## config.mk

```make
export PLATFORM = sky130hd
export DESIGN_NAME = genome_base_counter_unit_flat
export DESIGN_NICKNAME = d
export VERILOG_FILES = /design/src/hw/rtl/gbc_pkg.sv /design/src/hw/rtl/gbc_if.sv /design/src/hw/rtl/genome_base_counter_unit.sv /design/src/hw/rtl/gbc_line_parser.sv /design/src/flat_wrapper.sv
export SDC_FILE = /design/constraint.sdc
export NUM_CORES = 1
export LEC_CHECK = 0
export BUFFER_PORTS_ARGS = -buffer_cell sky130_fd_sc_hd__buf_2
export CAP_MARGIN = 20
export CORE_MARGIN = 1
export CORE_UTILIZATION = 54
export CTS_CLUSTER_SIZE = 30
export DETAILED_ROUTE_END_ITERATION = 12
export PLACE_DENSITY = 0.78
export SLEW_MARGIN = 10
export SYNTH_ARGS = -nofsm -noshare
export SYNTH_HDL_FRONTEND = slang
export SYNTH_SLANG_ARGS = --single-unit
```

## constraint.sdc

```tcl
create_clock -name clk -period 6.1 [get_ports clk]
set_input_delay 0.61 -clock clk [delete_from_list [all_inputs] [get_ports clk]]
set_output_delay 0.61 -clock clk [all_outputs]
set_load 0.02 [all_outputs]
```

## src/hw/rtl/gbc_pkg.sv

```systemverilog
// Package for the genome base counter: shared types, character codes and
// prefix word tables. No dependencies.
package gbc_pkg;

  typedef logic [7:0] byte_t;

  // Result field widths fixed by the block's port contract
  localparam int unsigned BASE_COUNT_W = 48;

  // Character codes
  localparam byte_t CH_NL    = 8'd10;
  localparam byte_t CH_TAB   = 8'd9;
  localparam byte_t CH_SP    = 8'd32;
  localparam byte_t CH_GT    = 8'd62;   // '>'
  localparam byte_t CH_SEMI  = 8'd59;   // ';'
  localparam byte_t CH_SLASH = 8'd47;   // '/'
  localparam byte_t CH_L     = 8'd76;   // 'L'
  localparam byte_t CH_O     = 8'd79;   // 'O'

  // Prefix words, first character at index 0
  localparam int unsigned LOCUS_LEN  = 5;
  localparam int unsigned ORIGIN_LEN = 6;
  localparam int unsigned SLASH_LEN  = 2;
  localparam byte_t WORD_LOCUS  [LOCUS_LEN]  = '{"L", "O", "C", "U", "S"};
  localparam byte_t WORD_ORIGIN [ORIGIN_LEN] = '{"O", "R", "I", "G", "I", "N"};

  // Width of the prefix position; holds the longest word length
  localparam int unsigned PIDX_W = 3;
  typedef logic [PIDX_W-1:0] pidx_t;

  // Letter count width for one byte's contribution (at most six)
  typedef logic [2:0] add_t;

  typedef enum logic [1:0] {
    MODE_UNDECIDED,
    MODE_MATCH,
    MODE_COUNT,
    MODE_SKIP
  } line_mode_t;

  typedef enum logic [1:0] {
    CAND_NONE,
    CAND_LOCUS,
    CAND_ORIGIN,
    CAND_SLASH
  } cand_t;

  // One byte handed from the input register to the parser
  typedef struct packed {
    logic  step;
    byte_t data_byte;
    logic  last_byte;
  } gbc_step_t;

  // One result as formed by the parser
  typedef struct packed {
    logic [BASE_COUNT_W-1:0] base_count;
    logic                    format_found;
    logic                    count_saturated;
  } gbc_result_t;

  function automatic logic is_letter(input byte_t c);
    return ((c >= "A") && (c <= "Z")) || ((c >= "a") && (c <= "z"));
  endfunction

  function automatic pidx_t prefix_len(input cand_t cand);
    case (cand)
      CAND_LOCUS:  return pidx_t'(LOCUS_LEN);
      CAND_ORIGIN: return pidx_t'(ORIGIN_LEN);
      default:     return pidx_t'(SLASH_LEN);
    endcase
  endfunction

  // Expected character at a prefix position; only used below prefix_len
  function automatic byte_t prefix_char(input cand_t cand, input pidx_t idx);
    byte_t ch;
    ch = CH_SLASH;
    case (cand)
      CAND_LOCUS:  if (idx < pidx_t'(LOCUS_LEN)) ch = WORD_LOCUS[idx];
      CAND_ORIGIN: if (idx < pidx_t'(ORIGIN_LEN)) ch = WORD_ORIGIN[idx];
      default:     ch = CH_SLASH;
    endcase
    return ch;
  endfunction

endpackage

```

## src/hw/rtl/gbc_if.sv

```systemverilog
// Stream interfaces for the genome base counter: byte input channel and
// result channel. Depends on gbc_pkg.
interface gbc_in_if import gbc_pkg::*; ();
  logic  valid;
  logic  ready;
  byte_t data_byte;
  logic  last_byte;

  modport source (output valid, output data_byte, output last_byte, input ready);
  modport sink   (input valid, input data_byte, input last_byte, output ready);
endinterface

interface gbc_out_if import gbc_pkg::*; ();
  logic                    valid;
  logic                    ready;
  logic [BASE_COUNT_W-1:0] base_count;
  logic                    format_found;
  logic                    count_saturated;

  modport source (output valid, output base_count, output format_found,
                  output count_saturated, input ready);
  modport sink   (input valid, input base_count, input format_found,
                  input count_saturated, output ready);
endinterface

```

## src/hw/rtl/genome_base_counter_unit.sv

```systemverilog
// Genome base counter, top level: input register, line parser and result
// register. Depends on gbc_pkg, gbc_if and gbc_line_parser.
//
// Takes a FASTA or GenBank text one byte per transfer and, on the byte
// marked last_byte, delivers one result: the saturating count of counted
// letters, whether a format was recognized, and whether the count stuck at
// its maximum. One byte is taken every cycle unless a last byte waits in
// the input register for the output; the parser forms its next state for a
// byte combinationally, with the saturating add of the letter counter as
// the longest path. The last byte passes from the input register through
// the parser into the result register. The input keeps taking bytes while
// a result waits on the output; only a second last byte stalls until that
// result is transferred. After a result the block is ready for a new file.
module genome_base_counter_unit import gbc_pkg::*; #(
  parameter int unsigned COUNT_BITS = 48
) (
  input  logic         clk,
  input  logic         rst_n,
  gbc_in_if.sink       in_ch,
  gbc_out_if.source    out_ch
);

  logic        s1_valid_r;
  byte_t       s1_data_r;
  logic        s1_last_r;
  logic        s1_go;
  logic        out_free;
  logic        in_fire;
  gbc_step_t   step;
  gbc_result_t result;
  logic        out_valid_r;
  gbc_result_t out_r;

  // Drain the input register unless a result has nowhere to go
  assign out_free = !out_valid_r || out_ch.ready;
  assign s1_go    = s1_valid_r && (!s1_last_r || out_free);
  assign in_ch.ready = !s1_valid_r || s1_go;
  assign in_fire  = in_ch.valid && in_ch.ready;

  // Input register
  always_ff @(posedge clk) begin
    if (!rst_n) begin
      s1_valid_r <= 1'b0;
    end else if (in_fire) begin
      s1_valid_r <= 1'b1;
    end else if (s1_go) begin
      s1_valid_r <= 1'b0;
    end
  end

  always_ff @(posedge clk) begin
    if (in_fire) begin
      s1_data_r <= in_ch.data_byte;
      s1_last_r <= in_ch.last_byte;
    end
  end

  assign step.step      = s1_go;
  assign step.data_byte = s1_data_r;
  assign step.last_byte = s1_last_r;

  gbc_line_parser #(
    .COUNT_BITS (COUNT_BITS)
  ) u_parser (
    .clk      (clk),
    .rst_n    (rst_n),
    .step_i   (step),
    .result_o (result)
  );

  // Result register
  always_ff @(posedge clk) begin
    if (!rst_n) begin
      out_valid_r <= 1'b0;
    end else if (s1_go && s1_last_r) begin
      out_valid_r <= 1'b1;
    end else if (out_ch.ready) begin
      out_valid_r <= 1'b0;
    end
  end

  always_ff @(posedge clk) begin
    if (s1_go && s1_last_r) begin
      out_r <= result;
    end
  end

  assign out_ch.valid           = out_valid_r;
  assign out_ch.base_count      = out_r.base_count;
  assign out_ch.format_found    = out_r.format_found;
  assign out_ch.count_saturated = out_r.count_saturated;

endmodule

```

## src/hw/rtl/gbc_line_parser.sv

```systemverilog
// Line parser for the genome base counter: per-line and per-file state,
// format detection and the saturating letter count. Depends on gbc_pkg.
module gbc_line_parser import gbc_pkg::*; #(
  parameter int unsigned COUNT_BITS = 48
) (
  input  logic        clk,
  input  logic        rst_n,
  input  gbc_step_t   step_i,
  output gbc_result_t result_o
);

  logic                  sb_r,   sb_nxt;
  pidx_t                 pidx_r, pidx_nxt;
  cand_t                 cand_r, cand_nxt;
  line_mode_t            mode_r, mode_nxt;
  pidx_t                 pend_r, pend_nxt;
  logic                  fk_r,   fk_nxt;
  logic                  gb_r,   gb_nxt;
  logic                  org_r,  org_nxt;
  logic [COUNT_BITS-1:0] total_r, total_nxt;

  logic [COUNT_BITS:0]   total_sum;
  logic [COUNT_BITS-1:0] total_sat;
  add_t                  add;

  // Per-byte line state update, then the end-of-file line close
  always_comb begin
    byte_t      c;
    logic       lc;
    logic       letter;
    pidx_t      plen;
    byte_t      pch;
    c        = step_i.data_byte;
    letter   = is_letter(c);
    sb_nxt   = sb_r;
    pidx_nxt = pidx_r;
    cand_nxt = cand_r;
    mode_nxt = mode_r;
    pend_nxt = pend_r;
    fk_nxt   = fk_r;
    gb_nxt   = gb_r;
    org_nxt  = org_r;
    add      = '0;
    lc       = gb_r ? org_r : 1'b1;
    plen     = prefix_len(cand_r);
    pch      = prefix_char(cand_r, pidx_r);

    if (c == CH_NL) begin
      // close the line; a broken prefix still counts its letters
      if ((mode_r == MODE_MATCH) && lc) add = add_t'(pend_r);
      sb_nxt   = 1'b1;
      pidx_nxt = '0;
      cand_nxt = CAND_NONE;
      mode_nxt = MODE_UNDECIDED;
      pend_nxt = '0;
    end else if (sb_r) begin
      if ((c != CH_SP) && (c != CH_TAB)) begin
        sb_nxt = 1'b0;
        if (!fk_r && (c == CH_GT)) begin
          fk_nxt   = 1'b1;
          gb_nxt   = 1'b0;
          mode_nxt = MODE_SKIP;
        end else if (!gb_r && ((c == CH_GT) || (c == CH_SEMI))) begin
          mode_nxt = MODE_SKIP;
        end else begin
          if (!fk_r && (c == CH_L))          cand_nxt = CAND_LOCUS;
          else if (gb_r && (c == CH_O))      cand_nxt = CAND_ORIGIN;
          else if (gb_r && (c == CH_SLASH))  cand_nxt = CAND_SLASH;
          else                               cand_nxt = CAND_NONE;

          if (cand_nxt != CAND_NONE) begin
            mode_nxt = MODE_MATCH;
            pidx_nxt = pidx_t'(1);
            pend_nxt = pidx_t'(letter);
          end else if (lc) begin
            mode_nxt = MODE_COUNT;
            add      = add_t'(letter);
          end else begin
            mode_nxt = MODE_SKIP;
          end
        end
      end
    end else if (mode_r == MODE_MATCH) begin
      if ((pidx_r < plen) && (c == pch)) begin
        // advance along the prefix word
        pidx_nxt = pidx_r + pidx_t'(1);
        pend_nxt = pend_r + pidx_t'(letter);
        if (pidx_nxt >= plen) begin
          case (cand_r)
            CAND_LOCUS: begin
              fk_nxt = 1'b1;
              gb_nxt = 1'b1;
            end
            CAND_ORIGIN: org_nxt = 1'b1;
            default:     org_nxt = 1'b0;
          endcase
          mode_nxt = MODE_SKIP;
          cand_nxt = CAND_NONE;
          pend_nxt = '0;
        end
      end else begin
        // prefix broken: the line counts or is skipped from here on
        if (lc) begin
          add      = add_t'(pend_r) + add_t'(letter);
          mode_nxt = MODE_COUNT;
        end else begin
          mode_nxt = MODE_SKIP;
        end
        cand_nxt = CAND_NONE;
        pend_nxt = '0;
      end
    end else if (mode_r == MODE_COUNT) begin
      add = add_t'(letter);
    end

    // final byte closes an unterminated line
    if (step_i.last_byte && (mode_nxt == MODE_MATCH) && (gb_nxt ? org_nxt : 1'b1)) begin
      add = add + add_t'(pend_nxt);
    end
  end

  // Saturating count update
  assign total_sum = {1'b0, total_r} + (COUNT_BITS+1)'(add);
  assign total_sat = total_sum[COUNT_BITS] ? '1 : total_sum[COUNT_BITS-1:0];
  assign total_nxt = total_sat;

  // Form the result from the state after this byte
  always_comb begin
    logic [BASE_COUNT_W+COUNT_BITS-1:0] wide;
    wide = {{BASE_COUNT_W{1'b0}}, total_sat};
    result_o.format_found    = fk_nxt;
    result_o.base_count      = fk_nxt ? wide[BASE_COUNT_W-1:0] : '0;
    result_o.count_saturated = fk_nxt && (total_sat == '1);
  end

  // Hold state; return to the start-of-file state after the final byte
  always_ff @(posedge clk) begin
    if (!rst_n || (step_i.step && step_i.last_byte)) begin
      sb_r    <= 1'b1;
      pidx_r  <= '0;
      cand_r  <= CAND_NONE;
      mode_r  <= MODE_UNDECIDED;
      pend_r  <= '0;
      fk_r    <= 1'b0;
      gb_r    <= 1'b0;
      org_r   <= 1'b0;
      total_r <= '0;
    end else if (step_i.step) begin
      sb_r    <= sb_nxt;
      pidx_r  <= pidx_nxt;
      cand_r  <= cand_nxt;
      mode_r  <= mode_nxt;
      pend_r  <= pend_nxt;
      fk_r    <= fk_nxt;
      gb_r    <= gb_nxt;
      org_r   <= org_nxt;
      total_r <= total_nxt;
    end
  end

endmodule

```

## src/flat_wrapper.sv

```systemverilog
// flat-port wrapper written by rule: the top's interface ports become plain ports
module genome_base_counter_unit_flat import gbc_pkg::*;
#(
  parameter int unsigned COUNT_BITS = 48
)
  (clk, rst_n, in_ch_valid, in_ch_data_byte, in_ch_last_byte, in_ch_ready, out_ch_valid, out_ch_base_count, out_ch_format_found, out_ch_count_saturated, out_ch_ready);
  gbc_in_if in_ch_i ();
  gbc_out_if out_ch_i ();
  input  logic clk;
  input  logic rst_n;
  input wire logic [$bits(in_ch_i.valid)-1:0] in_ch_valid;
  input wire logic [$bits(in_ch_i.data_byte)-1:0] in_ch_data_byte;
  input wire logic [$bits(in_ch_i.last_byte)-1:0] in_ch_last_byte;
  output wire logic [$bits(in_ch_i.ready)-1:0] in_ch_ready;
  output wire logic [$bits(out_ch_i.valid)-1:0] out_ch_valid;
  output wire logic [$bits(out_ch_i.base_count)-1:0] out_ch_base_count;
  output wire logic [$bits(out_ch_i.format_found)-1:0] out_ch_format_found;
  output wire logic [$bits(out_ch_i.count_saturated)-1:0] out_ch_count_saturated;
  input wire logic [$bits(out_ch_i.ready)-1:0] out_ch_ready;
  assign in_ch_i.valid = in_ch_valid;
  assign in_ch_i.data_byte = in_ch_data_byte;
  assign in_ch_i.last_byte = in_ch_last_byte;
  assign in_ch_ready = in_ch_i.ready;
  assign out_ch_valid = out_ch_i.valid;
  assign out_ch_base_count = out_ch_i.base_count;
  assign out_ch_format_found = out_ch_i.format_found;
  assign out_ch_count_saturated = out_ch_i.count_saturated;
  assign out_ch_i.ready = out_ch_ready;
  genome_base_counter_unit #(.COUNT_BITS(COUNT_BITS)) u_core (.clk(clk), .rst_n(rst_n), .in_ch(in_ch_i), .out_ch(out_ch_i));
endmodule
```

==> results.txt <==
Before antenna repair, the detailed router went through 5 iterations. Synthesis inferred 123 register bits. Of all nets on the critical path, the largest fanout is 10. Data arrives at the worst endpoint at 5.97 ns. Traced cell by cell, the critical path runs through or2_2 -> or4_1 -> nand2_1 -> nor4_4 -> buf_4 -> a22oi_1 -> fa_1 -> inv_1 -> a21oi_1 -> fa_1 -> nor2b_1 -> nor2_1 -> or4_4 -> nor4_1 -> buf_4 -> nand3_1 -> mux2i_1 -> nor2_1 -> nand3_1 -> nor4_1. The required time of the critical path was 6.34 ns.

The fraction of post-synthesis cell area in the top cell type by area came out at 25.0%. The tools report the net total in the final layout as 896. At the pin with the least slew margin, the transition time is 0.927 ns. For this design the ratio of total power to cell area is 229 nW/um^2.

Initial antenna violation count: 0. For the number of pins exceeding their max-slew limit in the final report, the log shows 0. Setup repair after global routing left no endpoint under its margin. The floorplan step set the die width to 117 um. In this run the static leakage power is 3.05 nW.

The sequential cells in the finished layout cover a total of 3050 um^2. On the worst path, the slowest cell contributes a delay of 0.65 ns. In the layout the commonest cells are 98 x sky130_fd_sc_hd__nor2_1, 77 x sky130_fd_sc_hd__a21oi_1, 64 x sky130_fd_sc_hd__buf_2, 64 x sky130_fd_sc_hd__dfxtp_1, 59 x sky130_fd_sc_hd__edfxtp_1. The launching element type of the critical path was a register.

The initial utilization of the core area, before any placement, comes to 55.8%. The prevailing post-synth register cell was sky130_fd_sc_hd__dfxtp_1. The clock drives 123 sinks.

The clock passes through at most 2 buffers. The run gives 0 as the hold violation total from the final report. The tools report the final setup violation count as 0.

Worst min-delay path category: input port to register. The maximum VDD drop is 0.000150 V. Hold repair after CTS inserted 0 buffers. The run gives 6,035 as the via count of the first global-routing pass. The clock-pin transition on the worst setup and hold timing paths came out at 0.06 ns. The clock period could shrink to 5.73 ns.

Across the run, the number of max-cap violations was 0. The wire-length estimate of the detail-placed layout is 12,500 um. The worst setup path is captured at a register. The first-pass GRT wire length is 29,500 um, and the total negative setup slack is 0 ns. Dividing the detail-routed wire length by the instance count gives 17.3 um. In this run the number of H-tree levels came out at 4. The number of antenna cells inserted came out at 0.

The logs give 648 for the starting DRC count in detailed routing and 13,600 um^2 for the die area. The overall power consumption is 1.90 mW. TritonCTS built the clock tree. Of the cells placed in the final design, the portion with a size suffix greater than 1 is 17.7%. The total non-filler cell area in the finished layout was 8290 um^2; the share of flip-flops with an asynchronous set or reset after synthesis was 0%.

After clock tree synthesis, the setup repair step added 0 buffers. The portion of the post-synthesis area used by sequential elements is 43.0%, and the clock tree skew after final layout is 0.00778 ns. After synthesis, the cell types taking the most area are sky130_fd_sc_hd__edfxtp_1 25%, sky130_fd_sc_hd__dfxtp_1 18%, sky130_fd_sc_hd__a21oi_1 5.5%, sky130_fd_sc_hd__nor2_1 5.3%, sky130_fd_sc_hd__xnor2_1 3.6%.

Entering global routing, the biggest net connects 54 pins. The number of enable-type register cells in the synthesized netlist is 59. The largest total area in the synthesized netlist belongs to sky130_fd_sc_hd__edfxtp_1. Counting every instance in the synthesized netlist gives 797.

The placed instances occupy a cell area of 7690 um^2. The post-route clock period utilization works out to 93.9%. The core region is 12,700 um^2. The run finished with clean final reports.

Clock latency on the worst-skew pair, taken at its later pin, is 0.43 ns. The headroom to the max-slew limit is 37.9%, and the cell row count is 41. Compared with the post-synthesis result, the final layout area differs by 16.7%. The post-placement worst setup slack was 0.0959 ns; the post-synthesis area per instance was 8.91 um^2. The number of gates resized after CTS was 0. Summing over every cut layer, the via total after detailed routing is 6,455. The run gives 0 as the remaining antenna violation count after routing. The logs give 175 MHz for the peak clock frequency supported by timing and 0.939 for the last weighted congestion value of the routability-driven placer. In this run the vertical extent of the chip is 117 um. For the total length of routed wires, the log shows 18,100 um. The count of unresolved DRC violations after routing is 0. Yosys printed 0 warnings. After global routing the overflow that remains totals 0.

In this run the clock root is driven by a sky130_fd_sc_hd__clkbuf_16. Port buffering added 64 buffers. The logs give 17 for the total CTS buffers and 65 for the I/O pin count. Global routing used 28.1% of the available tracks. After detailed routing, the number of vias per cell comes to 6.17. Slowest cell on the critical path: sky130_fd_sc_hd__or4_1. Fill cells in the final layout number 1,070.

The multi-input combinational cells in the finished layout cover a total of 3840 um^2. The logs give 74 for the number of unique standard cell types used by synthesis and 7100 um^2 for the post-synthesis instance area. The synthesized netlist net count came out at 831.

The worst path meets setup with 0.373 ns of slack. Startpoint-to-endpoint class of the critical path: register to register. Leaving out fill and tap cells, the most frequent cell in the layout is sky130_fd_sc_hd__nor2_1.
-- cell usage after synthesis (15+ instances only) --
cell type	count
sky130_fd_sc_hd__a311oi_1	17
sky130_fd_sc_hd__nor2b_1	15
sky130_fd_sc_hd__nor2_1	100
sky130_fd_sc_hd__nand3_1	35
sky130_fd_sc_hd__xnor2_1	29
sky130_fd_sc_hd__edfxtp_1	59
sky130_fd_sc_hd__clkbuf_1	39
sky130_fd_sc_hd__a21oi_1	78
sky130_fd_sc_hd__nand2_1	58
sky130_fd_sc_hd__o21ai_0	32
sky130_fd_sc_hd__dfxtp_1	64
sky130_fd_sc_hd__ha_1	19
sky130_fd_sc_hd__inv_1	23
-- sequential cells by signal (all words and copies together) (netlist names), 2 cells and up --
name                      count
u_core.out_ch.base_count     48
u_core.s1_data_r              8
u_core.u_parser.cand_r        2
u_core.u_parser.mode_r        2
u_core.u_parser.pend_r        3
u_core.u_parser.pidx_r        3
u_core.u_parser.total_r      48
-- final timing paths --
path / start / end / slack (ns) / cells past startpoint
worst max-delay path: u_core.s1_data_r[0]$_DFFE_PP_ / u_core.out_ch.count_saturated$_DFFE_PP_ / 0.37 / 20
worst min-delay path: in_ch_last_byte / u_core.s1_last_r$_DFFE_PP_ / 0.36 / 1
worst max register to register: u_core.s1_data_r[0]$_DFFE_PP_ / u_core.out_ch.count_saturated$_DFFE_PP_ / 0.37 / 20
worst min register to register: u_core.u_parser.total_r[46]$_SDFFE_PP0P_ / u_core.u_parser.total_r[46]$_SDFFE_PP0P_ / 0.50 / 2
-- final cells by class --
class                           count  area share [%]
Clock buffer                       22            5.36
Tap cell                          172            2.60
Clock inverter                     10           0.966
Timing Repair Buffer               97            6.90
Multi-Input combinational cell    600            46.3
Sequential cell                   123            36.8
Inverter                           23            1.04
-- report_power, final --
group / internal [mW] / switching, mW / leakage [nW]
Clock: 0.552 / 0.353 / 0.257
Sequential: 0.877 / 0.0143 / 1.15
Combinational: 0.0333 / 0.0698 / 1.64
-- routing by layer --
metal | vias to the layer above | part of all wire, % | GRT usage (%)
met3 | 65 | 6.9 | 6.33
li1 | 3067 | - | -
met4 | 0 | 3.4 | 15.8
met1 | 3020 | 43 | 35.7
met2 | 303 | 47 | 44.5
met5 | - | 0 | 0
-- kinds of logic (layout without fill, tap and decap cells) --
| family | after synthesis | count (layout) | synth area share, % |
|---|---|---|---|
| and+or+nand+nor | 322 | 322 | 23.6 |
| AOI/OAI and AO/OA | 207 | 207 | 19.0 |
| DFF | 123 | 123 | 43.0 |
| buffers and inverters | 74 | 152 | 4.14 |
| xor gates and xnor gates | 42 | 42 | 5.18 |
| adders and majority gates | 21 | 21 | 3.91 |
| muxes | 8 | 8 | 1.13 |
-- critical path, delay by kind of cell, from the launching register on --
kind,cells,cell delay [ns]
and+or+nand+nor,12,3.04
adders and majority gates,2,0.91
DFF,1,0.54
AOI/OAI and AO/OA,2,0.44
buffers and inverters,3,0.40
muxes,1,0.18
-- per-stage QoR --
stage / util (%) / hold WS [ns] / cells
after CTS: 64.5 / 0.343 / 1047
after floorplan: - / 0.457 / 797
after detailed placement: 60.4 / 0.494 / 1015
final: 65.1 / 0.357 / 1047
after global routing: 65.1 / 0.346 / 1047
after global placement: 60.4 / 0.480 / 1015
Power figures use the tool's default switching activity.
